<file path="src/sv/epcal_pkg.sv">
// Package for the epoch-seconds to calendar converter.
// Holds the sequencer states, the calendar result type, constants and the month-length table.
// No dependencies.
`default_nettype none

package epcal_pkg;

  // Widths of the working datapath.
  localparam int AccW  = 33;  // clamped adjusted seconds, below 2^33
  localparam int DivW  = 17;  // widest divisor or subtrahend (86400)
  localparam int ShW   = 4;   // shift count of the divide steps
  localparam int DaysW = 16;  // whole days since the epoch

  // Arithmetic constants.
  localparam logic [DivW-1:0] SecsPerDay  = 17'd86400;
  localparam logic [DivW-1:0] SecsPerHour = 17'd3600;
  localparam logic [DivW-1:0] SecsPerMin  = 17'd60;
  localparam logic [DivW-1:0] DaysPerWeek = 17'd7;
  localparam logic [DivW-1:0] DaysPerYear = 17'd365;
  localparam logic [11:0]     BaseYear    = 12'd1970;
  localparam logic [2:0]      BaseWeekday = 3'd4;     // 1970-01-01 was a Thursday

  // Starting shift count of each long division, set by its largest quotient.
  localparam logic [ShW-1:0] DayShTop  = 4'd15;
  localparam logic [ShW-1:0] HourShTop = 4'd4;
  localparam logic [ShW-1:0] MinShTop  = 4'd5;
  localparam logic [ShW-1:0] WdayShTop = 4'd12;

  // Position of the base year in the leap cycles.
  localparam logic [1:0] BaseMod4   = 2'd2;
  localparam logic [6:0] BaseMod100 = 7'd70;
  localparam logic [8:0] BaseMod400 = 9'd370;
  localparam logic [6:0] LastMod100 = 7'd99;
  localparam logic [8:0] LastMod400 = 9'd399;

  localparam logic [3:0] LastMonth = 4'd11;  // December, zero based
  localparam logic [3:0] Feb       = 4'd1;

  // Configuration register indexes.
  localparam logic CfgZoneOffset = 1'b0;
  localparam logic CfgDaylight   = 1'b1;

  localparam logic [15:0] DstSecs = 16'd3600;

  typedef enum logic [2:0] {
    ST_IDLE,
    ST_DAY,
    ST_HOUR,
    ST_MIN,
    ST_WDAY,
    ST_YEAR,
    ST_MONTH,
    ST_DONE
  } state_t;

  typedef struct packed {
    logic [11:0] year;
    logic [3:0]  month;
    logic [4:0]  day_of_month;
    logic [4:0]  hour;
    logic [5:0]  minute;
    logic [5:0]  second;
    logic [2:0]  weekday;
    logic [8:0]  day_of_year;
  } cal_t;

  // Days in a month, zero-based month index.
  function automatic logic [4:0] month_len(input logic [3:0] mon, input logic leap);
    logic [4:0] len;
    begin
      unique case (mon)
        4'd1:                      len = leap ? 5'd29 : 5'd28;
        4'd3, 4'd5, 4'd8, 4'd10:   len = 5'd30;
        default:                   len = 5'd31;
      endcase
      return len;
    end
  endfunction

endpackage

`default_nettype wire

</file>
<file path="src/sv/epcal_cmp_sub.sv">
// Shared compare-and-subtract unit of the calendar converter.
// Shifts the subtrahend left, compares and gives the difference. Uses epcal_pkg.
`default_nettype none

module epcal_cmp_sub (
  input  wire logic [epcal_pkg::AccW-1:0] a_i,
  input  wire logic [epcal_pkg::DivW-1:0] b_i,
  input  wire logic [epcal_pkg::ShW-1:0]  sh_i,
  output      logic [epcal_pkg::AccW-1:0] diff_o,
  output      logic                       ge_o
);

  logic [epcal_pkg::AccW-1:0] b_sh;

  assign b_sh   = {{(epcal_pkg::AccW-epcal_pkg::DivW){1'b0}}, b_i} << sh_i;
  assign ge_o   = (a_i >= b_sh);
  assign diff_o = a_i - b_sh;

endmodule

`default_nettype wire

</file>
<file path="src/sv/epcal_seq.sv">
// Sequencer and working registers of the calendar converter.
// Drives the shared epcal_cmp_sub unit through divisions, year and month steps. Uses epcal_pkg.
`default_nettype none

module epcal_seq (
  input  wire logic                       clk,
  input  wire logic                       rst_n,
  input  wire logic                       start_i,
  input  wire logic [epcal_pkg::AccW-1:0] adj_i,
  input  wire logic                       take_i,
  output      logic                       idle_o,
  output      logic                       done_o,
  output      epcal_pkg::cal_t            res_o
);

  epcal_pkg::state_t state_r, state_nxt;

  logic [epcal_pkg::AccW-1:0]  acc_r, acc_nxt;
  logic [epcal_pkg::DaysW-1:0] q_r, q_nxt;
  logic [epcal_pkg::ShW-1:0]   k_r, k_nxt;
  logic [epcal_pkg::DaysW-1:0] days_r, days_nxt;
  logic [4:0]  hour_r, hour_nxt;
  logic [5:0]  min_r, min_nxt;
  logic [5:0]  sec_r, sec_nxt;
  logic [2:0]  wday_r, wday_nxt;
  logic [11:0] year_r, year_nxt;
  logic [1:0]  m4_r, m4_nxt;
  logic [6:0]  m100_r, m100_nxt;
  logic [8:0]  m400_r, m400_nxt;
  logic [3:0]  mon_r, mon_nxt;
  logic [8:0]  yday_r, yday_nxt;

  logic [epcal_pkg::DivW-1:0]  op_b;
  logic [epcal_pkg::ShW-1:0]   op_sh;
  logic [epcal_pkg::AccW-1:0]  diff;
  logic                        ge;
  logic [epcal_pkg::AccW-1:0]  acc_step;
  logic [epcal_pkg::DaysW-1:0] q_shift;
  logic                        last;
  logic                        leap;
  logic                        mon_go;

  epcal_cmp_sub u_cmp_sub (
    .a_i    (acc_r),
    .b_i    (op_b),
    .sh_i   (op_sh),
    .diff_o (diff),
    .ge_o   (ge)
  );

  assign leap     = ((m4_r == 2'd0) && (m100_r != 7'd0)) || (m400_r == 9'd0);
  assign acc_step = ge ? diff : acc_r;
  assign q_shift  = {q_r[epcal_pkg::DaysW-2:0], ge};
  assign last     = (k_r == '0);
  assign mon_go   = (mon_r < epcal_pkg::LastMonth) && ge;

  // Operand selection for the shared unit.
  always_comb begin
    op_b  = '0;
    op_sh = k_r;
    unique case (state_r)
      epcal_pkg::ST_DAY:   op_b = epcal_pkg::SecsPerDay;
      epcal_pkg::ST_HOUR:  op_b = epcal_pkg::SecsPerHour;
      epcal_pkg::ST_MIN:   op_b = epcal_pkg::SecsPerMin;
      epcal_pkg::ST_WDAY:  op_b = epcal_pkg::DaysPerWeek;
      epcal_pkg::ST_YEAR: begin
        op_b  = epcal_pkg::DaysPerYear + {{(epcal_pkg::DivW-1){1'b0}}, leap};
        op_sh = '0;
      end
      epcal_pkg::ST_MONTH: begin
        op_b  = {{(epcal_pkg::DivW-5){1'b0}}, epcal_pkg::month_len(mon_r, leap)};
        op_sh = '0;
      end
      default: begin
        op_b  = '0;
        op_sh = '0;
      end
    endcase
  end

  // Next state.
  always_comb begin
    state_nxt = state_r;
    unique case (state_r)
      epcal_pkg::ST_IDLE:  if (start_i) state_nxt = epcal_pkg::ST_DAY;
      epcal_pkg::ST_DAY:   if (last) state_nxt = epcal_pkg::ST_HOUR;
      epcal_pkg::ST_HOUR:  if (last) state_nxt = epcal_pkg::ST_MIN;
      epcal_pkg::ST_MIN:   if (last) state_nxt = epcal_pkg::ST_WDAY;
      epcal_pkg::ST_WDAY:  if (last) state_nxt = epcal_pkg::ST_YEAR;
      epcal_pkg::ST_YEAR:  if (!ge) state_nxt = epcal_pkg::ST_MONTH;
      epcal_pkg::ST_MONTH: if (!mon_go) state_nxt = epcal_pkg::ST_DONE;
      epcal_pkg::ST_DONE:  if (take_i) state_nxt = epcal_pkg::ST_IDLE;
      default:             state_nxt = epcal_pkg::ST_IDLE;
    endcase
  end

  // Datapath updates.
  always_comb begin
    acc_nxt  = acc_r;
    q_nxt    = q_r;
    k_nxt    = k_r;
    days_nxt = days_r;
    hour_nxt = hour_r;
    min_nxt  = min_r;
    sec_nxt  = sec_r;
    wday_nxt = wday_r;
    year_nxt = year_r;
    m4_nxt   = m4_r;
    m100_nxt = m100_r;
    m400_nxt = m400_r;
    mon_nxt  = mon_r;
    yday_nxt = yday_r;
    unique case (state_r)
      epcal_pkg::ST_IDLE: begin
        if (start_i) begin
          acc_nxt = adj_i;
          q_nxt   = '0;
          k_nxt   = epcal_pkg::DayShTop;
        end
      end
      epcal_pkg::ST_DAY: begin
        acc_nxt = acc_step;
        q_nxt   = q_shift;
        k_nxt   = k_r - 1'b1;
        if (last) begin
          days_nxt = q_shift;
          q_nxt    = '0;
          k_nxt    = epcal_pkg::HourShTop;
        end
      end
      epcal_pkg::ST_HOUR: begin
        acc_nxt = acc_step;
        q_nxt   = q_shift;
        k_nxt   = k_r - 1'b1;
        if (last) begin
          hour_nxt = q_shift[4:0];
          q_nxt    = '0;
          k_nxt    = epcal_pkg::MinShTop;
        end
      end
      epcal_pkg::ST_MIN: begin
        acc_nxt = acc_step;
        q_nxt   = q_shift;
        k_nxt   = k_r - 1'b1;
        if (last) begin
          min_nxt = q_shift[5:0];
          sec_nxt = acc_step[5:0];
          acc_nxt = {{(epcal_pkg::AccW-epcal_pkg::DaysW){1'b0}}, days_r}
                    + {{(epcal_pkg::AccW-3){1'b0}}, epcal_pkg::BaseWeekday};
          q_nxt   = '0;
          k_nxt   = epcal_pkg::WdayShTop;
        end
      end
      epcal_pkg::ST_WDAY: begin
        acc_nxt = acc_step;
        k_nxt   = k_r - 1'b1;
        if (last) begin
          wday_nxt = acc_step[2:0];
          acc_nxt  = {{(epcal_pkg::AccW-epcal_pkg::DaysW){1'b0}}, days_r};
          year_nxt = epcal_pkg::BaseYear;
          m4_nxt   = epcal_pkg::BaseMod4;
          m100_nxt = epcal_pkg::BaseMod100;
          m400_nxt = epcal_pkg::BaseMod400;
        end
      end
      epcal_pkg::ST_YEAR: begin
        if (ge) begin
          acc_nxt  = diff;
          year_nxt = year_r + 1'b1;
          m4_nxt   = m4_r + 1'b1;
          m100_nxt = (m100_r == epcal_pkg::LastMod100) ? 7'd0 : m100_r + 1'b1;
          m400_nxt = (m400_r == epcal_pkg::LastMod400) ? 9'd0 : m400_r + 1'b1;
        end else begin
          yday_nxt = acc_r[8:0];
          mon_nxt  = '0;
        end
      end
      epcal_pkg::ST_MONTH: begin
        if (mon_go) begin
          acc_nxt = diff;
          mon_nxt = mon_r + 1'b1;
        end
      end
      default: begin
        acc_nxt = acc_r;
      end
    endcase
  end

  always_ff @(posedge clk) begin
    if (!rst_n) begin
      state_r <= epcal_pkg::ST_IDLE;
    end else begin
      state_r <= state_nxt;
    end
  end

  always_ff @(posedge clk) begin
    acc_r  <= acc_nxt;
    q_r    <= q_nxt;
    k_r    <= k_nxt;
    days_r <= days_nxt;
    hour_r <= hour_nxt;
    min_r  <= min_nxt;
    sec_r  <= sec_nxt;
    wday_r <= wday_nxt;
    year_r <= year_nxt;
    m4_r   <= m4_nxt;
    m100_r <= m100_nxt;
    m400_r <= m400_nxt;
    mon_r  <= mon_nxt;
    yday_r <= yday_nxt;
  end

  assign idle_o = (state_r == epcal_pkg::ST_IDLE);
  assign done_o = (state_r == epcal_pkg::ST_DONE);

  always_comb begin
    res_o.year         = year_r;
    res_o.month        = mon_r + 1'b1;
    res_o.day_of_month = acc_r[4:0] + 1'b1;
    res_o.hour         = hour_r;
    res_o.minute       = min_r;
    res_o.second       = sec_r;
    res_o.weekday      = wday_r;
    res_o.day_of_year  = yday_r;
  end

`ifndef SYNTHESIS
  // The month walk never passes December.
  a_month_bound: assert property (@(posedge clk) disable iff (!rst_n)
    (state_r == epcal_pkg::ST_MONTH) |-> (mon_r <= epcal_pkg::LastMonth))
    else $error("month index past December");

  // Seconds of day are reduced below one day once the day division ends.
  a_sod_bound: assert property (@(posedge clk) disable iff (!rst_n)
    (state_r == epcal_pkg::ST_HOUR) && $past(state_r == epcal_pkg::ST_DAY)
    |-> (acc_r < {{(epcal_pkg::AccW-epcal_pkg::DivW){1'b0}}, epcal_pkg::SecsPerDay}))
    else $error("seconds of day not reduced");

  // The year walk stays inside the representable range.
  a_year_bound: assert property (@(posedge clk) disable iff (!rst_n)
    (state_r == epcal_pkg::ST_YEAR) |-> (year_r <= 12'd2106))
    else $error("year walk overran");

  // A finished result has a valid time of day and weekday.
  a_done_fields: assert property (@(posedge clk) disable iff (!rst_n)
    (state_r == epcal_pkg::ST_DONE)
    |-> (hour_r <= 5'd23) && (min_r <= 6'd59) && (sec_r <= 6'd59) && (wday_r <= 3'd6))
    else $error("time fields out of range");
`endif

endmodule

`default_nettype wire

</file>
<file path="src/sv/epoch_seconds_to_calendar.sv">
// Top level of the epoch-seconds to local calendar converter.
// Holds the configuration registers, the offset adjustment and the result register.
// Uses epcal_pkg and epcal_seq (which uses epcal_cmp_sub).
//
//   Channel  Ports                           Moves
//   -------  ------------------------------  ----------------------------------------
//   in       in_valid / in_ready             one item: epoch_seconds
//   out      out_valid / out_ready           one item: calendar fields and flags
//   cfg      cfg_we, cfg_index, cfg_wdata    register writes, no wait, no read-back
//
// An item's result shows on the output once the sequencer has walked all of its steps on the
// single compare-and-subtract unit: 16 + 5 + 6 + 13 long-division steps, one step per
// elapsed year plus a closing compare (up to 137), the same for the months (up to 12), and
// the done state that hands the result over.
// The block takes a new item once the sequencer is idle, even while the last result still
// waits in the output register; a result that finds that register full holds the sequencer
// in its done state. Reset is synchronous and active low; it clears the configuration
// registers to zero and empties the sequencer and the output register.
`default_nettype none

module epoch_seconds_to_calendar (
  input  wire logic        clk,
  input  wire logic        rst_n,

  input  wire logic        in_valid,
  output      logic        in_ready,
  input  wire logic [31:0] in_epoch_seconds,

  output      logic        out_valid,
  input  wire logic        out_ready,
  output      logic [11:0] out_year,
  output      logic [3:0]  out_month,
  output      logic [4:0]  out_day_of_month,
  output      logic [4:0]  out_hour,
  output      logic [5:0]  out_minute,
  output      logic [5:0]  out_second,
  output      logic [2:0]  out_weekday,
  output      logic [8:0]  out_day_of_year,
  output      logic        out_daylight_flag,
  output      logic        out_range_error,

  input  wire logic        cfg_we,
  input  wire logic [0:0]  cfg_index,
  input  wire logic [16:0] cfg_wdata
);

  // Configuration registers.
  logic [16:0] zone_r, zone_nxt;
  logic        dst_en_r, dst_en_nxt;

  // Flags that ride along with the item in flight.
  logic        dst_r, dst_nxt;
  logic        err_r, err_nxt;

  // Output register.
  logic            out_valid_r, out_valid_nxt;
  epcal_pkg::cal_t out_cal_r, out_cal_nxt;
  logic            out_dst_r, out_dst_nxt;
  logic            out_err_r, out_err_nxt;

  logic                       start;
  logic                       seq_idle;
  logic                       seq_done;
  logic                       load;
  epcal_pkg::cal_t            seq_res;
  logic [33:0]                adj;
  logic                       adj_neg;
  logic [epcal_pkg::AccW-1:0] adj_clamped;

  // Configuration writes. Only two registers exist, so every index names one of them.
  always_comb begin
    zone_nxt   = zone_r;
    dst_en_nxt = dst_en_r;
    if (cfg_we) begin
      unique case (cfg_index[0])
        epcal_pkg::CfgZoneOffset: zone_nxt   = cfg_wdata;
        epcal_pkg::CfgDaylight:   dst_en_nxt = cfg_wdata[0];
        default:                  zone_nxt   = zone_r;
      endcase
    end
  end

  // Local seconds: input minus the westward offset, plus an hour under daylight time.
  // The 34-bit two's complement sum cannot overflow, so bit 33 is the sign.
  assign adj = {2'b00, in_epoch_seconds}
             - {{17{zone_r[16]}}, zone_r}
             + (dst_en_r ? {18'd0, epcal_pkg::DstSecs} : 34'd0);
  assign adj_neg     = adj[33];
  assign adj_clamped = adj_neg ? '0 : adj[epcal_pkg::AccW-1:0];

  assign in_ready = seq_idle;
  assign start    = in_valid && seq_idle;

  // A finished result moves into the output register when that register is free or
  // being emptied in the same cycle.
  assign load = seq_done && (!out_valid_r || out_ready);

  always_comb begin
    dst_nxt = dst_r;
    err_nxt = err_r;
    if (start) begin
      dst_nxt = dst_en_r;
      err_nxt = adj_neg;
    end
  end

  always_comb begin
    out_cal_nxt = out_cal_r;
    out_dst_nxt = out_dst_r;
    out_err_nxt = out_err_r;
    if (load) begin
      out_cal_nxt = seq_res;
      out_dst_nxt = dst_r;
      out_err_nxt = err_r;
    end
    priority if (load) begin
      out_valid_nxt = 1'b1;
    end else if (out_ready) begin
      out_valid_nxt = 1'b0;
    end else begin
      out_valid_nxt = out_valid_r;
    end
  end

  epcal_seq u_seq (
    .clk     (clk),
    .rst_n   (rst_n),
    .start_i (start),
    .adj_i   (adj_clamped),
    .take_i  (load),
    .idle_o  (seq_idle),
    .done_o  (seq_done),
    .res_o   (seq_res)
  );

  always_ff @(posedge clk) begin
    if (!rst_n) begin
      zone_r      <= '0;
      dst_en_r    <= 1'b0;
      out_valid_r <= 1'b0;
    end else begin
      zone_r      <= zone_nxt;
      dst_en_r    <= dst_en_nxt;
      out_valid_r <= out_valid_nxt;
    end
  end

  always_ff @(posedge clk) begin
    dst_r     <= dst_nxt;
    err_r     <= err_nxt;
    out_cal_r <= out_cal_nxt;
    out_dst_r <= out_dst_nxt;
    out_err_r <= out_err_nxt;
  end

  assign out_valid         = out_valid_r;
  assign out_year          = out_cal_r.year;
  assign out_month         = out_cal_r.month;
  assign out_day_of_month  = out_cal_r.day_of_month;
  assign out_hour          = out_cal_r.hour;
  assign out_minute        = out_cal_r.minute;
  assign out_second        = out_cal_r.second;
  assign out_weekday       = out_cal_r.weekday;
  assign out_day_of_year   = out_cal_r.day_of_year;
  assign out_daylight_flag = out_dst_r;
  assign out_range_error   = out_err_r;

endmodule

`default_nettype wire
</file>
<file path="config.mk">
export PLATFORM = sky130hd
export DESIGN_NAME = epoch_seconds_to_calendar
export DESIGN_NICKNAME = d
export VERILOG_FILES = /design/src/sv/epcal_pkg.sv /design/src/sv/epcal_cmp_sub.sv /design/src/sv/epcal_seq.sv /design/src/sv/epoch_seconds_to_calendar.sv
export SDC_FILE = /design/constraint.sdc
export NUM_CORES = 1
export LEC_CHECK = 0
export BUFFER_PORTS_ARGS = -buffer_cell sky130_fd_sc_hd__buf_2
export CAP_MARGIN = 10
export CORE_MARGIN = 1
export CORE_UTILIZATION = 55
export CTS_CLUSTER_DIAMETER = 150
export CTS_CLUSTER_SIZE = 16
export DETAILED_ROUTE_END_ITERATION = 16
export PLACE_DENSITY_LB_ADDON = 0.25
export REMOVE_ABC_BUFFERS = 1
export SKIP_LAST_GASP = 1
export SYNTH_ARGS = -nofsm -noshare
export SYNTH_HDL_FRONTEND = slang
export SYNTH_SLANG_ARGS = --single-unit
</file>
<file path="constraint.sdc">
create_clock -name clk -period 5.43 [get_ports clk]
set_input_delay 1.086 -clock clk [delete_from_list [all_inputs] [get_ports clk]]
set_output_delay 1.086 -clock clk [all_outputs]
set_load 0.01 [all_outputs]
</file>
-- Word level (Yosys, flattened, before mapping)
Cells that the tools add are included.
Widths: inputs -> output; s select.
- register bits after elaboration: 207
- output and inout bits: 54
- input port bits: 55
- word-level logic and storage cells: 154
- $add $sub $neg: 12
- equal/unequal tests: 24
- magnitude comparators: 2
- mux-type cells: 48
- shift-type cells: 1
- reductions and logical operators: 35
- bitwise gates (word level): 2
- operators by type and width (operator ; number):
    $mux 33 ; 6
    $pmux 33 s5 ; 1
    $pmux 17 s6 ; 1
    $mux 12 ; 3
    $add 34x12->34 ; 1
    $sub 33x17->34 ; 1
    $ge 33x33->1 ; 1
    $shl 17x4->33 ; 1
    $sub 33x33->33 ; 1
    $mux 15 ; 2
    $pmux 15 s2 ; 1
    $mux 4 ; 7
    $mux 9 ; 3
    $mux 3 ; 8
    $pmux 12 s2 ; 1
    $pmux 3 s8 ; 1
    $mux 7 ; 3
    $pmux 4 s5 ; 1
    $pmux 9 s2 ; 1
    $reduce_and 2->1 ; 9
    $add 16x3->17 const B ; 1
    $ne 2x1->1 const B ; 7
    $pmux 7 s2 ; 1
    $add 12x1->12 const B ; 1
    other kinds (38) ; 61

-- Depth between registers and ports, before layout
Gate-level depths: netlist of run 1.
- depth in word-level cells: 11
- depth in mapped cells: 25
- depth with buffers taken out: 24

-- Cells and area by module
Synthesis of run 1 repeated with hierarchy kept, for this count alone.
- cell total of the unflattened synthesis: 1470
- area total of the unflattened synthesis: 14475.1 um^2
- modules (own cells, without submodules) (module ; cells an instance ; times used ; area an instance (um^2) ; sequential area each (um^2)):
    epcal_seq ; 582 ; 1 ; 6902.9 ; 3993.8
    epoch_seconds_to_calendar ; 474 ; 1 ; 4817.1 ; 2001.9
    epcal_cmp_sub ; 414 ; 1 ; 2755.1 ; 0.0

-- Worst setup path before layout of run 1
OpenSTA, ideal clock, no wires.
- path type: reg-to-reg
- from: register u_seq.mon_r[0]
- to: register u_seq.m100_r[0], enable pin
- slack: -128 ps
- period minus slack after synthesis: 5558 ps
- arrival: 5129 ps
- cell stages (with the launch flop): 22
- library setup time: 428 ps
- required time: 5002 ps
- buffers on the path: 1
- cell sequence: edfxtp_1 > inv_1 > ha_1 > nor2_1 > a211oi_1 > nor4b_1 > o22ai_1 > nand2_1 > a21oi_1 > o221a_2 > nand2_1 > o31ai_1 > mux2i_1 > ha_1 > nand2_1 > o31a_1 > o21ai_1 > o41ai_4 > o31ai_4 > a21oi_4 > clkbuf_1 > o22ai_1
- longest elaborated chain between the ends: 8
- elaborated cells between the ends (all ways): 12
- classes of those cells: order compare: 1; eq/ne: 6; shift: 1; mux: 2; reduce/logical: 2
- RTL lines (what ; RTL line ; source):
    start: declaration ; epcal_seq.sv:30 ; logic [3:0] mon_r, mon_nxt;
    start signal: assignment ; epcal_seq.sv:211 ; mon_r <= mon_nxt;
    $eq 4x2->1 (tied with other cells) ; epcal_pkg.sv:71 ; unique case (mon)
    $reduce_or 4->1 ; epcal_pkg.sv:71 ;
    $pmux 5 s2 (*) ; epcal_pkg.sv:71 ;
    $pmux 17 s6 (*) ; epcal_seq.sv:61 ; unique case (state_r)
    $shl 17x4->33 (*) ; epcal_cmp_sub.sv:15 ; assign b_sh = {{(epcal_pkg::AccW-epcal_pkg::DivW){1'b0}}, b_i} << sh_i;
    $ge 33x33->1 (*) ; epcal_cmp_sub.sv:16 ; assign ge_o = (a_i >= b_sh);
    $ne 2x1->1 (no source line) (*) ; - ;
    $reduce_and 3->1 (no source line) (*) ; - ;
    end signal: assignment ; epcal_seq.sv:209 ; m100_r <= m100_nxt;
    end: declaration ; epcal_seq.sv:28 ; logic [6:0] m100_r, m100_nxt;
Mark *: on every way between the ends. The rest lies on a longest branch, timed or not.
A chain may end at the register's enable or synchronous reset.

-- Worst setup path after layout of run 1
- from: register u_seq.mon_r[0]
- to: register u_seq.acc_r[1] (netlist bit), data pin
- longest elaborated chain between the ends: 9
- elaborated cells between the ends (all ways): 16
- classes of those cells: add/sub: 1; order compare: 1; eq/ne: 5; shift: 1; mux: 7; reduce/logical: 1
- RTL lines (what ; RTL line ; source):
    $eq 4x2->1 (tied with other cells) ; epcal_pkg.sv:71 ;
    $reduce_or 4->1 ; epcal_pkg.sv:71 ;
    $pmux 5 s2 (*) ; epcal_pkg.sv:71 ;
    $pmux 17 s6 (*) ; epcal_seq.sv:61 ;
    $shl 17x4->33 (*) ; epcal_cmp_sub.sv:15 ;
    $sub 33x33->33 or $ge 33x33->1 (tied branches) ; epcal_cmp_sub.sv:17, epcal_cmp_sub.sv:16 ;
    $mux 33 (*) ; epcal_seq.sv:52 ; assign acc_step = ge ? diff : acc_r;
    net u_seq.acc_step (one bit) ; epcal_seq.sv:37 ; logic [epcal_pkg::AccW-1:0] acc_step;
    $mux 33 (on tied branches) ; epcal_seq.sv:157, epcal_seq.sv:145 ;
    $pmux 33 s5 (*) ; epcal_seq.sv:113 ; unique case (state_r)
    net u_seq.acc_nxt (one bit) ; epcal_seq.sv:18 ; logic [epcal_pkg::AccW-1:0] acc_r, acc_nxt;
    end signal: assignment ; epcal_seq.sv:199 ; acc_r <= acc_nxt;
    end: declaration ; epcal_seq.sv:18 ;
Mark *: on every way through the listed nets, which the timed path passes. The rest lies on a longest branch. The select of a mux whose other input is x is not followed.

==> results of run 1 <==
==> cells by family (layout without fill, tap and decap cells) <==
family	after synthesis	in the layout	share of synthesized area, %
XOR/XNOR	84	84	5.349
multiplexers	16	16	1.255
other	0	1	0
adder cells (fa/ha/maj)	112	112	10.52
AO/OA/AOI/OAI	426	426	20.03
AND/OR/NAND/NOR	451	451	15.51
flip-flops	207	207	43.60
buffers and inverters	131	252	3.739
==> metal layers <==
metal / up-vias / track usage, % / share of wire [%]
li1: 5531 / - / -
met1: 5274 / 36.82 / 45
met2: 425 / 42.94 / 46
met3: 57 / 4.052 / 6.8
met4: 0 / 7.489 / 2.5
met5: - / 0 / 0
==> sequential cells by signal, summed over array words and instances, names as in the netlist, 2 cells and up <==
name	flops
out_day_of_month	5
out_day_of_year	9
out_hour	5
out_minute	6
out_month	4
out_second	6
out_weekday	3
out_year	12
u_seq.acc_r	33
u_seq.days_r	16
u_seq.hour_r	5
u_seq.k_r	4
u_seq.m100_r	7
u_seq.m400_r	9
u_seq.m4_r	2
u_seq.min_r	6
u_seq.mon_r	4
u_seq.q_r	15
u_seq.sec_r	6
u_seq.state_r	3
u_seq.wday_r	3
u_seq.yday_r	9
u_seq.year_r	12
zone_r	17
==> worst max-delay path by stage <==
| stage | startpoint | end | slack (ns) | cells after the start |
|---|---|---|---|---|
| after floorplan | u_seq.state_r[2]$_SDFFE_PN0P_ | u_seq.m100_r[0]$_SDFFCE_PP0P_ | -0.47 | 15 |
| after global placement | u_seq.m100_r[0]$_SDFFCE_PP0P_ | u_seq.mon_r[1]$_SDFFCE_PN0P_ | 0.21 | 21 |
| after detailed placement | u_seq.mon_r[0]$_SDFFCE_PN0P_ | u_seq.mon_r[0]$_SDFFCE_PN0P_ | 0.008 | 21 |
| after CTS | u_seq.mon_r[0]$_SDFFCE_PN0P_ | u_seq.acc_r[2]$_DFFE_PP_ | 0.07 | 24 |
| after global routing | u_seq.mon_r[1]$_SDFFCE_PN0P_ | u_seq.acc_r[1]$_DFFE_PP_ | 0.02 | 19 |
| final | u_seq.mon_r[0]$_SDFFCE_PN0P_ | u_seq.acc_r[1]$_DFFE_PP_ | 0.21 | 19 |
==> placed cells by master (no fill, tap or decap), types with 15 or more instances in the layout <==
cell       synthesis  final
or3_1             15     15
edfxtp_1         185    185
a21boi_0          24     24
inv_1             68     68
nand2_1          136    136
a22oi_1           19     19
a31oi_1           25     25
buf_2              6    108
nor2_1           122    121
ha_1             106    106
nand3_1           44     44
xor2_1            35     35
nor3_1            25     23
and2_1            29     29
a21o_1            34     34
and3_1            29     28
o21ai_0           89     88
clkbuf_16          0     16
dfxtp_1           22     22
xnor2_1           49     49
a21oi_1          116    115
buf_4              2     43
==> worst max-delay path, stage by stage, from the launching register on <==
cell and delay [ns]:
edfxtp_1 0.43, inv_1 0.13, ha_1 0.16, nor2_1 0.06, a211oi_2 0.26, nor4b_1 0.08
o22ai_1 0.23, o211ai_1 0.19, or3_1 0.46, ha_1 0.32, nor2b_1 0.15, o31a_1 0.28
o221a_2 0.28, o41ai_4 0.44, o31ai_4 0.13, a21oi_4 0.30, mux2_2 0.43, mux2_2 0.27
a222oi_1 0.26, o21ai_1 0.11
==> power groups by stage <==
stage          clock [uW]  combinational, uW  sequential (uW)
6_report             1110               4320             2340
5_1_grt              1180               4740             2360
4_1_cts              1130               4230             2330
3_5_place_dp            0               4190             2370
3_3_place_gp            0               4170             2370
2_1_floorplan           0               3010             2300
==> stage by stage <==
step / setup TNS, ns / instance area (sq um) / cells / hold WS [ns] / power (uW)
CTS: 0 / 15290 / 1870 / 0.4084 / 7684
detailed placement: 0 / 14830 / 1842 / 0.4045 / 6557
global route: 0 / 15330 / 1872 / 0.4128 / 8282
global placement: 0 / 14830 / 1842 / 0.4018 / 6538
floorplan: -24.28 / 13500 / 1366 / 0.4003 / 5315
finish: 0 / 15340 / 1873 / 0.4159 / 7762
==> area by class of cell <==
class / count / area, sq um
inverter: 70 / 267.8
timing repair buffer: 154 / 923.4
multi-input combinational: 1089 / 7283
fill: 2108 / 9055
clock inverter: 1 / 16.27
antenna: 1 / 2.502
tap: 324 / 405.4
clock buffer: 27 / 441.7
sequential: 207 / 5996
==> cells in the mapped netlist (5+ instances only) <==
master    number
a211oi_1       9
a21boi_0      24
a21o_1        34
a21oi_1      116
a221oi_1       6
a22oi_1       19
a31oi_1       25
and2_1        29
and3_1        29
buf_1          7
buf_2          6
clkbuf_1      45
dfxtp_1       22
edfxtp_1     185
fa_1           6
ha_1         106
inv_1         68
mux2_2         5
mux2i_1        9
nand2_1      136
nand2b_1       6
nand3_1       44
nand4_1       11
nor2_1       122
nor2b_1        8
nor3_1        25
nor4_1         7
o211ai_1       7
o21a_1        14
o21ai_0       89
o21ai_1        5
o21bai_1      10
o221ai_1      10
o22ai_1       11
o31ai_1        8
or3_1         15
xnor2_1       49
xor2_1        35
==> what timing repair did <==
action / 4_1_cts / 5_1_grt
pin swaps: 0 / 2
buffers inserted: 0 / 2
setup endpoints to repair: 4 / 71
resized for setup: 1 / 9
==> out/qor.yml, run 1 <==
status: "complete, no violations"
ctsHoldBuffers: 0
overflow: 0
ys_top_cells_by_area: "edfxtp_1, ha_1, a21oi_1"
htree_levels: 1
max_slew_margin_pct: 21.14
rsz0062_at_grt: "false"
hold_viol_final: 0
initial_core_util_pct: 56.39
coreArea_sq_um: 24390
antenna_found_initial: 0
powerDensity_nw_per_um2: 506.1
die_h_um: 160.1
fp-row-count: 57
clock_latency_ns: 0.50
synth.distinct_cells: 75
r2r_slack_ns: 0.21
reg2reg_from: "u_seq.mon_r[0]$_SDFFCE_PN0P_"
ys_warn_count: 0
netlist_instances: 1427
via_count: 11287
final-max-slew-violation-count: 0
synth_area_leader_cell: "edfxtp_1"
grt_max_degree: 51
ir_drop_mv: 0.2297
reg2reg_depth: 19
grt_pass1_vias: 10597
drc_errors: 0
synth_top_area_share_pct: 40.39
post-dp-hpwl_um: 25740
routed_via_density: 6.026
portBuffers: 108
cts_max_path_buffers: 3
crit_required_ns: 5.67
synth.cell_area_sq_um: 13750
pwr-share-clk_pct: 14.2
fin_crit_sh_pct: 96.17
seq_power_share_pct: 30.2
end_kind: "flop"
postRouteAntennaNets: 0
numCtsBuffers: 16
grt_usage_pct: 26.49
cp_data_arrival_time_ns: 5.46
pre_cts_ws_ns: 0.008388
leakage_uw: 0.005986
synth_edf_count: 185
drtIter0Drc: 906
pwr-share-comb_pct: 55.6
hold_start: "u_seq.yday_r[4]$_DFFE_PP_"
start_kind: "flop"
final_core_util_pct: 62.88
swShare_pct: 43.14
switchingPower_uw: 3348
drt_first_pass_iters: 5
routabilityCongestion: 0.9438
synthFlopType: "edfxtp_1"
worst_pin_slew_ns: 1.178
setup_viol_count_final: 0
drive_gt1_share_pct: 12.86
clk_pin_slew_ns: 0.07
die-area_sq_um: 25640
synthArstFlopShare_pct: 0
fin_worst_skew_ns: 0.02479
cts_tree: "done"
postSynthAreaPerCell_sq_um: 9.638
nets: 1705
fp.dieW_um: 160.1
crit_fanout: 6
hold_class: "reg2reg"
whs_endpoint: "out_day_of_year[4]$_DFFE_PP_"
wl_per_cell_um: 18.24
grt_pass1_wl_um: 54700
ys_seq_area_share_pct: 43.60
maxCapViolCount: 0
min_path_cells: 0
clockRootBuffer: "clkbuf_16"
synth-seq-cells: 207
path_class: "reg2reg"
cts_sinks: 207
finalWirelength_um: 34160
internal_power_uw: 4414
setup_ws_ns: 0.2079
worstReg2RegEnd: "u_seq.acc_r[1]$_DFFE_PP_"
fmax_mhz: 191.5
io_pins: 109
areaGrowthSynthToFinish_pct: 11.51
period_needed_ns: 5.222
Power figures use the tool's default switching activity.
==> run 2: changes to the inputs <==
- CORE_UTILIZATION: 55 -> 65
- clock period: 5.43 -> 6.3 ns (I/O delays scaled with it)
==> run 2 against run 1 <==
  * Clock-buffer cell count unchanged
  * Clock power decreased by 15%
  * Wire length increased by 0.30%
  * Cell count decreased by 3.7%
  * Sequential cell count unchanged
  * Sequential power decreased by 13%
==> out/qor.yml, run 2 (synthesis gave the netlist of run 1 again) <==
status: "complete, no violations"
dr_wl_met3_um: 3046
fp.dieW_um: 147.5
worstReg2RegEnd: "u_seq.acc_r[23]$_DFFE_PP_"
powerDensity_nw_per_um2: 438.4
antenna_found_initial: 0
grt_max_degree: 53
ctsHoldBuffers: 0
end_kind: "flop"
nets: 1691
post-cts-setup-buffers: 0
clock_latency_ns: 0.50
worst_pin_slew_ns: 1.215
placedCellCount: 1769
hold_class: "reg2reg"
areaGrowthSynthToFinish_pct: 9.880
finalWirelength_um: 34260
reg2reg_depth: 16
drt-met1-wl_um: 14430
cts_max_path_buffers: 3
fill_cells: 1487
fmax_mhz: 173.1
tns_ns: 0
final_cell_mix: "edfxtp_1, nand2_1, nor2_1"
largest_reg_flops: 33
leakage_uw: 0.005915
fin_worst_skew_ns: 0.02488
ir_drop_mv: 0.2092
htree_levels: 1
path_class: "reg2reg"
drc_errors: 0
routed-wl-met2_um: 15720
cts_tree: "done"
final-max-slew-violation-count: 0
crit_required_ns: 6.43
coreArea_sq_um: 20490
clk_pin_slew_ns: 0.08
cts_resized: 0
grt_pass1_vias: 10765
drtIter0Drc: 1300
top_regs: "u_seq.acc_r x33, zone_r x17, u_seq.days_r x16"
die_h_um: 147.5
min_path_cells: 0
drt_first_pass_iters: 7
setup_viol_count_final: 0
crit_fanout: 33
drive_gt1_share_pct: 11.80
top_register: "u_seq.acc_r"
start_kind: "flop"
initial_core_util_pct: 67.11
maxCapViolCount: 0
clockRootBuffer: "clkbuf_16"
hold_start: "u_seq.min_r[5]$_DFFE_PP_"
hold_viol_final: 0
postRouteAntennaNets: 0
overflow: 0
cts_sinks: 207
grt_usage_pct: 31.31
n_antenna_cell: 0
routed_via_density: 6.399
fp-row-count: 52
cp_data_arrival_time_ns: 5.91
portBuffers: 108
reg2reg_from: "u_seq.state_r[0]$_SDFFE_PN0P_"
grt_pass1_wl_um: 54190
max_slew_margin_pct: 19.01
via_count: 11543
wl_per_cell_um: 18.99
die-area_sq_um: 21740
post-dp-hpwl_um: 25510
maxUsedRoutingLayer: "met4"
routabilityCongestion: 0.9499
final_common_cell: "edfxtp_1"
period_needed_ns: 5.777
final_cell_count_no_fill: 1804
numCtsBuffers: 16
r2r_slack_ns: 0.52
io_pins: 109
whs_endpoint: "out_minute[5]$_DFFE_PP_"
rsz0062_at_grt: "false"
fin_crit_sh_pct: 91.70
run 2: layer usage:
metal	up-vias	global-route usage [%]
met5	-	0
met4	0	10.88
met3	96	5.463
met2	583	51.23
met1	5361	42.12
li1	5503	-
run 2: power by group:
part | internal, uW | switching [uW]
combinational | 1430 | 2230
clock | 482 | 463
sequential | 1830 | 191
run 2: worst max-delay path: stages, from the launching register on:
cell	delay (ns)
dfxtp_1	0.59
nor2_1	0.14
xnor2_1	0.36
nand2_1	0.50
or3_1	0.53
ha_1	0.37
nand2_1	0.15
nor4_2	0.52
nand4_1	0.27
nor4_1	0.35
or3_1	0.21
a21oi_4	0.05
buf_12	0.15
inv_2	0.41
and3_1	0.24
o32a_1	0.14
buf_4	0.40
run 2: final cells by class:
cell class                 instances  area [sq um]  area share, %
multi-input combinational       1089          7261          48.05
clock inverter                     1         16.27         0.1076
tap                              270         337.8          2.235
inverter                          70         262.8          1.739
clock buffer                      27         441.7          2.923
sequential                       207          5996          39.68
timing repair buffer             140         797.0          5.274
run 2: worst max-delay path by stage:
stage | startpoint | endpoint | slack [ns]
3_3_place_gp | u_seq.state_r[0]$_SDFFE_PN0P_ | u_seq.acc_r[22]$_DFFE_PP_ | 0.73
6_report | u_seq.state_r[0]$_SDFFE_PN0P_ | u_seq.acc_r[23]$_DFFE_PP_ | 0.52
5_1_grt | u_seq.mon_r[0]$_SDFFCE_PN0P_ | u_seq.acc_r[20]$_DFFE_PP_ | 0.21
3_5_place_dp | u_seq.mon_r[0]$_SDFFCE_PN0P_ | u_seq.acc_r[15]$_DFFE_PP_ | 0.53
2_1_floorplan | u_seq.state_r[2]$_SDFFE_PN0P_ | u_seq.m100_r[0]$_SDFFCE_PP0P_ | 0.40
4_1_cts | u_seq.mon_r[0]$_SDFFCE_PN0P_ | u_seq.acc_r[7]$_DFFE_PP_ | 0.46
run 2: through the flow:
stage / hold WS (ns) / power [uW] / cell area [sq um] / setup WS (ns) / util [%]
after floorplan: 0.4003 / 4581 / 13500 / 0.3953 / -
after global placement: 0.4008 / 5438 / 14590 / 0.7288 / 71.17
after detailed placement: 0.4054 / 5500 / 14590 / 0.5313 / 71.17
after CTS: 0.4088 / 6463 / 15040 / 0.4586 / 73.40
after global routing: 0.4148 / 6986 / 15110 / 0.2086 / 73.74
final: 0.4161 / 6625 / 15110 / 0.5229 / 73.74
